### src/rtl/sdh_pkg.sv
`timescale 1ns / 1ps
`default_nettype none

package sdh_pkg;

  // Block geometry. The byte counter also counts dummy bytes, so it is at least 8 bits wide.
  localparam int BLOCK_BYTES = 512;
  localparam int BLK_W = $clog2(BLOCK_BYTES);
  localparam int CNT_W = (BLK_W > 8) ? BLK_W : 8;

  // Index of the last byte of a command frame.
  localparam int FRAME_LAST = 5;

  // Register file layout.
  localparam int REG_ADDR_W = 4;
  localparam logic [1:0] REG_DUMMY    = 2'd0;
  localparam logic [1:0] REG_ATTEMPTS = 2'd1;
  localparam logic [1:0] REG_POLLS    = 2'd2;

  localparam logic [7:0] RST_DUMMY    = 8'd10;
  localparam logic [7:0] RST_ATTEMPTS = 8'd100;
  localparam logic [7:0] RST_POLLS    = 8'd10;

  // Protocol bytes.
  localparam logic [7:0] BYTE_IDLE      = 8'hFF;
  localparam logic [7:0] TOKEN_START    = 8'hFE;
  localparam logic [7:0] CMD0           = 8'h40;
  localparam logic [7:0] CMD17          = 8'h40 | 8'd17;
  localparam logic [7:0] CMD24          = 8'h40 | 8'd24;
  localparam logic [7:0] CRC_CMD0       = 8'h95;
  localparam logic [7:0] CRC_DUMMY      = 8'hFF;
  localparam logic [7:0] R1_IDLE        = 8'h01;
  localparam logic [7:0] R1_READY       = 8'h00;
  localparam logic [7:0] DRESP_MASK     = 8'h1F;
  localparam logic [7:0] DRESP_ACCEPTED = 8'h05;

  // Request opcodes.
  typedef enum logic [1:0] {
    OP_INIT  = 2'd0,
    OP_READ  = 2'd1,
    OP_WRITE = 2'd2,
    OP_XCHG  = 2'd3
  } op_t;

  // Completion status codes.
  localparam logic [1:0] ST_OK       = 2'd0;
  localparam logic [1:0] ST_CMD_ERR  = 2'd1;
  localparam logic [1:0] ST_DATA_ERR = 2'd2;

  typedef enum logic [3:0] {
    PH_IDLE   = 4'd0,
    PH_DUMMY  = 4'd1,
    PH_FRAME  = 4'd2,
    PH_POLL   = 4'd3,
    PH_TOKEN  = 4'd4,
    PH_RDATA  = 4'd5,
    PH_RCRC   = 4'd6,
    PH_WTOKEN = 4'd7,
    PH_WDATA  = 4'd8,
    PH_WCRC   = 4'd9,
    PH_WRESP  = 4'd10,
    PH_BUSY   = 4'd11
  } phase_t;

  // Configuration registers as seen by the sequencer.
  typedef struct packed {
    logic [7:0] dummy_bytes;
    logic [7:0] attempts;
    logic [7:0] polls;
  } cfg_t;

  // Sequencer state carried from one request to the next.
  typedef struct packed {
    phase_t           phase;
    logic [1:0]       operation;
    logic [47:0]      frame;
    logic [CNT_W-1:0] byte_count;
    logic [7:0]       poll_count;
    logic [7:0]       attempt_count;
  } seq_state_t;

  // One result.
  typedef struct packed {
    logic [7:0] tx_byte;
    logic       tx_valid;
    logic       card_select;
    logic [7:0] rd_data;
    logic       rd_valid;
    logic       wr_take;
    logic       done_res;
    logic [1:0] status;
  } result_t;

  // A register written as zero behaves as one.
  function automatic logic [7:0] at_least_one(input logic [7:0] v);
    return (v == 8'd0) ? 8'd1 : v;
  endfunction

  // Byte i of a six-byte command frame, most significant first.
  function automatic logic [7:0] frame_byte(input logic [47:0] frame, input logic [2:0] idx);
    logic [7:0] b;
    unique case (idx)
      3'd0:    b = frame[47:40];
      3'd1:    b = frame[39:32];
      3'd2:    b = frame[31:24];
      3'd3:    b = frame[23:16];
      3'd4:    b = frame[15:8];
      default: b = frame[7:0];
    endcase
    return b;
  endfunction

endpackage

`default_nettype wire

### src/rtl/sdh_apb_regs.sv
`timescale 1ns / 1ps
`default_nettype none

module sdh_apb_regs (
  input  wire logic                           clk,
  input  wire logic                           rst,
  input  wire logic                           psel,
  input  wire logic                           penable,
  input  wire logic                           pwrite,
  input  wire logic [sdh_pkg::REG_ADDR_W-1:0] paddr,
  input  wire logic [31:0]                    pwdata,
  output logic      [31:0]                    prdata,
  output logic                                pready,
  output sdh_pkg::cfg_t                       cfg
);
  import sdh_pkg::*;

  logic       wr_en;
  logic [1:0] reg_idx;

  assign pready  = 1'b1;
  assign reg_idx = paddr[3:2];
  assign wr_en   = psel & penable & pwrite & pready;

  // Register writes; addresses beyond the list are ignored.
  always_ff @(posedge clk) begin
    if (rst) begin
      cfg.dummy_bytes <= RST_DUMMY;
      cfg.attempts    <= RST_ATTEMPTS;
      cfg.polls       <= RST_POLLS;
    end else if (wr_en) begin
      unique case (reg_idx)
        REG_DUMMY:    cfg.dummy_bytes <= pwdata[7:0];
        REG_ATTEMPTS: cfg.attempts    <= pwdata[7:0];
        REG_POLLS:    cfg.polls       <= pwdata[7:0];
        default: ;
      endcase
    end
  end

  // Read data.
  always_comb begin
    unique case (reg_idx)
      REG_DUMMY:    prdata = {24'd0, cfg.dummy_bytes};
      REG_ATTEMPTS: prdata = {24'd0, cfg.attempts};
      REG_POLLS:    prdata = {24'd0, cfg.polls};
      default:      prdata = 32'd0;
    endcase
  end

endmodule

`default_nettype wire

### src/rtl/sdh_step.sv
`timescale 1ns / 1ps
`default_nettype none

module sdh_step (
  input  wire sdh_pkg::seq_state_t st,
  input  wire sdh_pkg::cfg_t       cfg,
  input  wire logic [1:0]      op,
  input  wire logic [22:0]     sector,
  input  wire logic [7:0]      rx_byte,
  input  wire logic [7:0]      wr_data,
  output sdh_pkg::seq_state_t  st_next,
  output sdh_pkg::result_t     res
);
  import sdh_pkg::*;

  logic [7:0]   dummy_eff;
  logic [7:0]   attempts_eff;
  logic [7:0]   polls_eff;
  logic [CNT_W:0] cnt_inc;
  logic [8:0]   poll_inc;
  logic [7:0]   attempt_inc;
  logic [7:0]   cmd;

  assign dummy_eff    = at_least_one(cfg.dummy_bytes);
  assign attempts_eff = at_least_one(cfg.attempts);
  assign polls_eff    = at_least_one(cfg.polls);
  assign cnt_inc      = (CNT_W+1)'(st.byte_count) + (CNT_W+1)'(1);
  assign poll_inc     = {1'b0, st.poll_count} + 9'd1;
  assign attempt_inc  = st.attempt_count + 8'd1;
  assign cmd          = (op == OP_READ) ? CMD17 : CMD24;

  // Next state and result for one request.
  always_comb begin
    st_next = st;
    res     = '0;
    res.tx_byte = BYTE_IDLE;

    if (op != OP_XCHG) begin
      // A start request drops any running sequence.
      st_next.operation     = op;
      st_next.byte_count    = '0;
      st_next.poll_count    = '0;
      st_next.attempt_count = '0;
      res.tx_valid          = 1'b1;
      if (op == OP_INIT) begin
        st_next.frame = {CMD0, 32'd0, CRC_CMD0};
        st_next.phase = PH_DUMMY;
      end else begin
        st_next.frame    = {cmd, sector, 9'd0, CRC_DUMMY};
        st_next.phase    = PH_FRAME;
        res.tx_byte      = cmd;
        res.card_select  = 1'b1;
      end
    end else begin
      unique case (st.phase)
        PH_IDLE: ;
        PH_DUMMY: begin
          res.tx_valid = 1'b1;
          if (cnt_inc < (CNT_W+1)'(dummy_eff)) begin
            st_next.byte_count = cnt_inc[CNT_W-1:0];
          end else begin
            st_next.phase      = PH_FRAME;
            st_next.byte_count = '0;
            res.tx_byte        = frame_byte(st.frame, 3'd0);
            res.card_select    = 1'b1;
          end
        end
        PH_FRAME: begin
          res.tx_valid    = 1'b1;
          res.card_select = 1'b1;
          if (st.byte_count < CNT_W'(FRAME_LAST)) begin
            st_next.byte_count = cnt_inc[CNT_W-1:0];
            res.tx_byte        = frame_byte(st.frame, cnt_inc[2:0]);
          end else begin
            st_next.phase      = PH_POLL;
            st_next.poll_count = '0;
          end
        end
        PH_POLL: begin
          if (rx_byte[7] && (poll_inc < {1'b0, polls_eff})) begin
            // Still waiting for an R1 with the top bit clear.
            st_next.poll_count = poll_inc[7:0];
            res.tx_valid       = 1'b1;
            res.card_select    = 1'b1;
          end else if (st.operation == OP_INIT) begin
            if (rx_byte == R1_IDLE) begin
              st_next.phase = PH_IDLE;
              res.done_res  = 1'b1;
              res.status    = ST_OK;
            end else begin
              st_next.attempt_count = attempt_inc;
              if (attempt_inc >= attempts_eff) begin
                st_next.phase = PH_IDLE;
                res.done_res  = 1'b1;
                res.status    = ST_CMD_ERR;
              end else begin
                st_next.phase      = PH_FRAME;
                st_next.byte_count = '0;
                res.tx_byte        = frame_byte(st.frame, 3'd0);
                res.tx_valid       = 1'b1;
                res.card_select    = 1'b1;
              end
            end
          end else if (rx_byte != R1_READY) begin
            st_next.phase = PH_IDLE;
            res.done_res  = 1'b1;
            res.status    = ST_CMD_ERR;
          end else begin
            res.tx_valid    = 1'b1;
            res.card_select = 1'b1;
            if (st.operation == OP_READ) begin
              st_next.phase = PH_TOKEN;
            end else begin
              st_next.phase = PH_WTOKEN;
              res.tx_byte   = TOKEN_START;
            end
          end
        end
        PH_TOKEN: begin
          if (rx_byte == BYTE_IDLE) begin
            res.tx_valid    = 1'b1;
            res.card_select = 1'b1;
          end else if (rx_byte != TOKEN_START) begin
            st_next.phase = PH_IDLE;
            res.done_res  = 1'b1;
            res.status    = ST_DATA_ERR;
          end else begin
            st_next.phase      = PH_RDATA;
            st_next.byte_count = '0;
            res.tx_valid       = 1'b1;
            res.card_select    = 1'b1;
          end
        end
        PH_RDATA: begin
          res.rd_data     = rx_byte;
          res.rd_valid    = 1'b1;
          res.tx_valid    = 1'b1;
          res.card_select = 1'b1;
          if (st.byte_count != CNT_W'(BLOCK_BYTES - 1)) begin
            st_next.byte_count = cnt_inc[CNT_W-1:0];
          end else begin
            st_next.phase      = PH_RCRC;
            st_next.byte_count = '0;
          end
        end
        PH_RCRC: begin
          if (st.byte_count == '0) begin
            st_next.byte_count = CNT_W'(1);
            res.tx_valid       = 1'b1;
            res.card_select    = 1'b1;
          end else begin
            st_next.phase = PH_IDLE;
            res.done_res  = 1'b1;
            res.status    = ST_OK;
          end
        end
        PH_WTOKEN: begin
          st_next.phase      = PH_WDATA;
          st_next.byte_count = '0;
          res.wr_take        = 1'b1;
          res.tx_byte        = wr_data;
          res.tx_valid       = 1'b1;
          res.card_select    = 1'b1;
        end
        PH_WDATA: begin
          res.tx_valid    = 1'b1;
          res.card_select = 1'b1;
          if (st.byte_count != CNT_W'(BLOCK_BYTES - 1)) begin
            st_next.byte_count = cnt_inc[CNT_W-1:0];
            res.wr_take        = 1'b1;
            res.tx_byte        = wr_data;
          end else begin
            st_next.phase      = PH_WCRC;
            st_next.byte_count = '0;
          end
        end
        PH_WCRC: begin
          res.tx_valid    = 1'b1;
          res.card_select = 1'b1;
          if (st.byte_count == '0) begin
            st_next.byte_count = CNT_W'(1);
          end else begin
            st_next.phase = PH_WRESP;
          end
        end
        PH_WRESP: begin
          if ((rx_byte & DRESP_MASK) != DRESP_ACCEPTED) begin
            st_next.phase = PH_IDLE;
            res.done_res  = 1'b1;
            res.status    = ST_DATA_ERR;
          end else begin
            st_next.phase   = PH_BUSY;
            res.tx_valid    = 1'b1;
            res.card_select = 1'b1;
          end
        end
        PH_BUSY: begin
          // The card holds the line low while it programs the block.
          if (rx_byte == 8'd0) begin
            res.tx_valid    = 1'b1;
            res.card_select = 1'b1;
          end else begin
            st_next.phase = PH_IDLE;
            res.done_res  = 1'b1;
            res.status    = ST_OK;
          end
        end
        default: begin
          st_next.phase = PH_IDLE;
        end
      endcase
    end
  end

endmodule

`default_nettype wire

### src/rtl/sd_spi_block_host.sv
// The result for a request is written into the output register when the request is accepted.
// Throughput: one request per cycle; the sequencer state and the result are both updated from
// one pass of the step logic. A result held by the receiver stalls requests, and a new request
// is taken in the same cycle the held result is accepted.
// Reset (synchronous, active high) returns the sequencer to idle with cleared counters, empties
// the output register and loads the register defaults 10, 100 and 10.
`timescale 1ns / 1ps
`default_nettype none

module sd_spi_block_host (
  input  wire logic                           clk,
  input  wire logic                           rst,
  // Request channel
  input  wire logic                           in_valid,
  output logic                                in_stall,
  input  wire logic [1:0]                     op,
  input  wire logic [22:0]                    sector,
  input  wire logic [7:0]                     rx_byte,
  input  wire logic [7:0]                     wr_data,
  // Result channel
  output logic                                out_valid,
  input  wire logic                           out_stall,
  output logic      [7:0]                     tx_byte,
  output logic                                tx_valid,
  output logic                                card_select,
  output logic      [7:0]                     rd_data,
  output logic                                rd_valid,
  output logic                                wr_take,
  output logic                                done_res,
  output logic      [1:0]                     status,
  // Configuration port
  input  wire logic                           psel,
  input  wire logic                           penable,
  input  wire logic                           pwrite,
  input  wire logic [sdh_pkg::REG_ADDR_W-1:0] paddr,
  input  wire logic [31:0]                    pwdata,
  output logic      [31:0]                    prdata,
  output logic                                pready
);
  import sdh_pkg::*;

  cfg_t       cfg;
  seq_state_t st;
  seq_state_t st_next;
  result_t    res_next;
  result_t    res;
  logic       in_accept;

  sdh_apb_regs u_regs (
    .clk     (clk),
    .rst     (rst),
    .psel    (psel),
    .penable (penable),
    .pwrite  (pwrite),
    .paddr   (paddr),
    .pwdata  (pwdata),
    .prdata  (prdata),
    .pready  (pready),
    .cfg     (cfg)
  );

  sdh_step u_step (
    .st      (st),
    .cfg     (cfg),
    .op      (op),
    .sector  (sector),
    .rx_byte (rx_byte),
    .wr_data (wr_data),
    .st_next (st_next),
    .res     (res_next)
  );

  // A request is taken whenever the output register is free or being emptied.
  assign in_stall  = out_valid & out_stall;
  assign in_accept = in_valid & ~in_stall;

  // Sequencer state.
  always_ff @(posedge clk) begin
    if (rst) begin
      st.phase         <= PH_IDLE;
      st.operation     <= '0;
      st.frame         <= '0;
      st.byte_count    <= '0;
      st.poll_count    <= '0;
      st.attempt_count <= '0;
    end else if (in_accept) begin
      st <= st_next;
    end
  end

  // Output register.
  always_ff @(posedge clk) begin
    if (rst) begin
      out_valid <= 1'b0;
    end else if (in_accept) begin
      out_valid <= 1'b1;
    end else if (!out_stall) begin
      out_valid <= 1'b0;
    end
  end

  always_ff @(posedge clk) begin
    if (in_accept) begin
      res <= res_next;
    end
  end

  assign tx_byte     = res.tx_byte;
  assign tx_valid    = res.tx_valid;
  assign card_select = res.card_select;
  assign rd_data     = res.rd_data;
  assign rd_valid    = res.rd_valid;
  assign wr_take     = res.wr_take;
  assign done_res    = res.done_res;
  assign status      = res.status;

endmodule

`default_nettype wire
### config.mk
export PLATFORM = sky130hd
export DESIGN_NAME = sd_spi_block_host
export DESIGN_NICKNAME = d
export VERILOG_FILES = /design/src/rtl/sdh_pkg.sv /design/src/rtl/sdh_apb_regs.sv /design/src/rtl/sdh_step.sv /design/src/rtl/sd_spi_block_host.sv
export SDC_FILE = /design/constraint.sdc
export NUM_CORES = 1
export LEC_CHECK = 0
export ABC_AREA = 1
export BUFFER_PORTS_ARGS = -buffer_cell sky130_fd_sc_hd__buf_2
export CORE_UTILIZATION = 30
export DETAILED_ROUTE_END_ITERATION = 10
export GPL_ROUTABILITY_DRIVEN = 1
export GPL_TIMING_DRIVEN = 0
export SYNTH_ARGS = -nofsm -noshare
export SYNTH_HDL_FRONTEND = slang
export SYNTH_SLANG_ARGS = --single-unit
### constraint.sdc
create_clock -name clk -period 5.25 [get_ports clk]
set_clock_uncertainty 0.2 [all_clocks]
set_input_delay 0.525 -clock clk [delete_from_list [all_inputs] [get_ports clk]]
set_output_delay 0.525 -clock clk [all_outputs]
set_load 0.005 [all_outputs]
==> results.sh <==
export IMPL_grt_pass1_wl_mm=28.8
export IMPL_drtPass1Iterations=5
export IMPL_status="completed"
export IMPL_cp_arrival_ns=3.26
export IMPL_multi_input_area_mm2=0.00344
export IMPL_cts_root_buffer="clkbuf_16"
export IMPL_dieArea_mm2=0.0220
export IMPL_p_leak_nw=3.49
export IMPL_switching_share_pct=30.5
export IMPL_cts_setup_buffers=0
export IMPL_path_cells="ha_1 > nand3_1 > nand3b_1 > xnor2_1 > ha_1 > inv_1 > nor3_1 > nor3_1 > nand2_1 > nor2_1 > nand2_1 > nand2_1 > nand2_1 > nor3_1 > nor2_1"
export IMPL_cts_hold_buf=0
export IMPL_wl_per_cell_um=13.7
export IMPL_pwr_share_comb_pct=19.2
export IMPL_drc=0
export IMPL_critPathLaunchType="register"
export IMPL_rsz0062_at_grt="false"
export IMPL_clock_path_buffers=2
export IMPL_rows=53
export IMPL_core_area_mm2=0.0210
export IMPL_drive_above_1_share_pct=15.5
export IMPL_cpPeakStageDelay_ns=0.42
export IMPL_crit_path_frequent_cell="nand2_1"
export IMPL_drt_vias_per_instance=4.73
export IMPL_grt_usage_pct=16.8
export IMPL_layout_min_cycle_time_ns=3.34
export IMPL_place_ws_ns=1.96
export IMPL_critical_path_slowest_cell="dfxtp_1"
export IMPL_start_util_pct=30.5
export IMPL_post_cts_resized=0
export IMPL_path_buf_inv=1
export IMPL_antenna_found_initial=0
export IMPL_grt_pass1_vias=5702
export IMPL_end_kind="register"
export IMPL_worstHoldEndpoint="st[60]"
export IMPL_crit_required_ns=5.17
export IMPL_hold_start="sector[18]"
export IMPL_synth_cell_types=42
export IMPL_fillers=2311
export IMPL_powerDensity_mw_per_mm2=260
export IMPL_grt_overflow=0
export IMPL_syn_to_final_growth_pct=18.7
export IMPL_synth_seq_cells=106
export IMPL_nets=1152
export IMPL_hold_path_class="input pin to register"
export IMPL_numCtsBuffers=9
export IMPL_grt_max_degree=19
export IMPL_die_height_um=148
export IMPL_clock_sinks=106
export IMPL_ios=142
export IMPL_drt_iter0_markers=295
export IMPL_relSlewSlack_pct=46.3
export IMPL_clkLatencyLatePin_ns=0.37
export IMPL_rr_worst_depth=15
export IMPL_hold_violations=0
export IMPL_die_x_um=148
export IMPL_gp_congestion=0.892
export IMPL_clkTransAtPathRegs_ns=0.08
export IMPL_seqPwrFrac_pct=45.1
export IMPL_final_setup_viol_count=0
export IMPL_fin_crit_sh_pct=63.6
export IMPL_io_buffers=89
export IMPL_drv_cap=0
export IMPL_intPower_mw=1.38
export IMPL_syn_inst=913
export IMPL_routed_wl_mm=18.0
export IMPL_ant_nets=0
export IMPL_yosys_warnings=0
export IMPL_ff2ff_setup_slack_ns=1.91
export IMPL_cts_tree="yes"
export IMPL_via_count=6239
export IMPL_seq_area_mm2=0.00235
export IMPL_slew_violations=0
export IMPL_worstMarginPinSlew_ns=0.799
export IMPL_path_delay_family="simple AND/OR/NAND/NOR gates"
export IMPL_p_sw_mw=0.605
export IMPL_r2r_start="st[0]"
export IMPL_peakVddDrop_mv=0.136
export IMPL_synth_seq_area_share_pct=36.7
export IMPL_synth_area_mm2=0.00641
export IMPL_path_max_fanout=5
export IMPL_path_depth=15
export IMPL_clkPwrFrac_pct=35.7
export IMPL_crit_type="register to register"
export IMPL_hold_depth=3
export IMPL_clock_fmax_mhz=299
export IMPL_dp_hpwl_mm=14.4
export IMPL_setup_tns_ns=0
export IMPL_htree_levels=3
export IMPL_r2r_end="tx_byte[1]"
export IMPL_syn_avg_cell_area_um2=7.02
export IMPL_setup_slack_ns=1.91
## power by group through the flow
| stage | combinational (mW) | sequential (mW) | clock [mW] |
|---|---|---|---|
| finish | 0.382 | 0.894 | 0.707 |
| global route | 0.431 | 0.899 | 0.762 |
| CTS | 0.381 | 0.894 | 0.727 |
| detailed placement | 0.380 | 0.913 | 0 |
| global placement | 0.375 | 0.913 | 0 |
| floorplan | 0.257 | 0.909 | 0 |
## area by class of cell
| class | count | share of cell area [%] |
|---|---|---|
| Antenna cell | 1 | 0.0329 |
| Buffer | 46 | 3.72 |
| Clock buffer | 9 | 2.96 |
| Clock inverter | 7 | 0.987 |
| Inverter | 115 | 5.67 |
| Multi-Input combinational cell | 669 | 45.1 |
| Sequential cell | 106 | 30.9 |
| Tap cell | 275 | 4.52 |
| Timing Repair Buffer | 90 | 6.05 |
## through the flow
| stage | hold slack [ns] | instance area [µm²] | utilization (%) | power (mW) | std cells |
|---|---|---|---|---|---|
| global placement | 0.251 | 7290 | 34.7 | 1.29 | 1300 |
| CTS | 0.199 | 7610 | 36.2 | 2.00 | 1317 |
| finish | 0.204 | 7610 | 36.2 | 1.98 | 1318 |
| detailed placement | 0.254 | 7310 | 34.8 | 1.29 | 1301 |
| global route | 0.200 | 7610 | 36.2 | 2.09 | 1317 |
| floorplan | 0.238 | 6500 | - | 1.17 | 936 |
## flip-flops by register name, indices dropped and copies added, names as in the netlist
register / flops
card_select: 1
done_res: 1
out_valid: 1
rd_data: 8
rd_valid: 1
st: 58
status: 2
tx_byte: 8
tx_valid: 1
u_regs.cfg: 24
wr_take: 1
## worst register-to-register path: stages, from the launching register on
cell and delay [ns]:
dfxtp_1 0.42, ha_1 0.22, nand3_1 0.12, nand3b_1 0.20, xnor2_1 0.25, ha_1 0.28
inv_1 0.07, nor3_1 0.05, nor3_1 0.36, nand2_1 0.18, nor2_1 0.26, nand2_1 0.09
nand2_1 0.13, nand2_1 0.06, nor3_1 0.14, nor2_1 0.06
## layout by cell type (no fill, tap or decap), types with 14 or more instances in the layout
| cell | synthesis | layout |
|---|---|---|
| buf_4 | 26 | 26 |
| nor2_1 | 84 | 83 |
| conb_1 | 2 | 25 |
| nand2_1 | 241 | 241 |
| ha_1 | 31 | 31 |
| edfxtp_1 | 23 | 23 |
| xor2_1 | 15 | 15 |
| nand4_1 | 33 | 33 |
| a21oi_1 | 85 | 85 |
| nand3_1 | 40 | 40 |
| nor3_1 | 16 | 16 |
| dfxtp_1 | 83 | 83 |
| clkbuf_1 | 14 | 14 |
| buf_2 | 4 | 93 |
| o21ai_0 | 38 | 38 |
| inv_1 | 106 | 106 |
## synthesized netlist by cell type (all sizes together)
master	instances	area share [%]
nand3	41	3.3
clkbuf	14	0.82
a21oi	86	6.9
nor2	90	5.9
a211oi	3	0.35
nor3	16	1.2
o2111ai	3	0.41
buf	32	3.6
nand4	33	3.2
nand3b	8	0.94
o21ai	41	3.3
dfxtp	83	26
ha	31	6.0
and3	2	0.20
xor2	15	2.0
o221ai	8	1.1
o21a	2	0.23
conb	2	0.12
clkinv	2	0.12
xnor2	2	0.27
o41ai	1	0.14
o211ai	11	1.4
edfxtp	23	11
nand2	246	15
a31oi	2	0.20
o31ai	1	0.12
inv	113	6.6
nor2b	1	0.098
a221oi	1	0.14
## worst max path at each step
stage,slack (ns),endpoint,startpoint
floorplan,2.12,st[76],out_stall
global placement,1.20,st[76],out_stall
detailed placement,1.96,tx_byte[1],st[0]
CTS,1.93,tx_byte[1],st[0]
global route,1.57,tx_byte[0],st[0]
finish,1.91,tx_byte[1],st[0]
## kinds of logic (layout without fill, tap and decap cells)
logic type      after synthesis  in the layout  synth area share (%)
flops                       106            106                  36.7
simple gates                437            437                  29.4
buf+inv                     161            267                  11.1
fa+ha+maj                    31             31                  6.05
xor+xnor                     17             17                  2.32
other cells                   2             26                 0.117
compound gates              159            159                  14.3
## routing by layer
metal,vias up,track usage [%],wire (µm)
met5,-,0,0
met2,162,27.6,8320
li1,3224,-,-
met1,2837,22.0,8560
met3,16,4.05,925
met4,0,4.43,235
No activity file was read; power rests on OpenSTA's default activity.
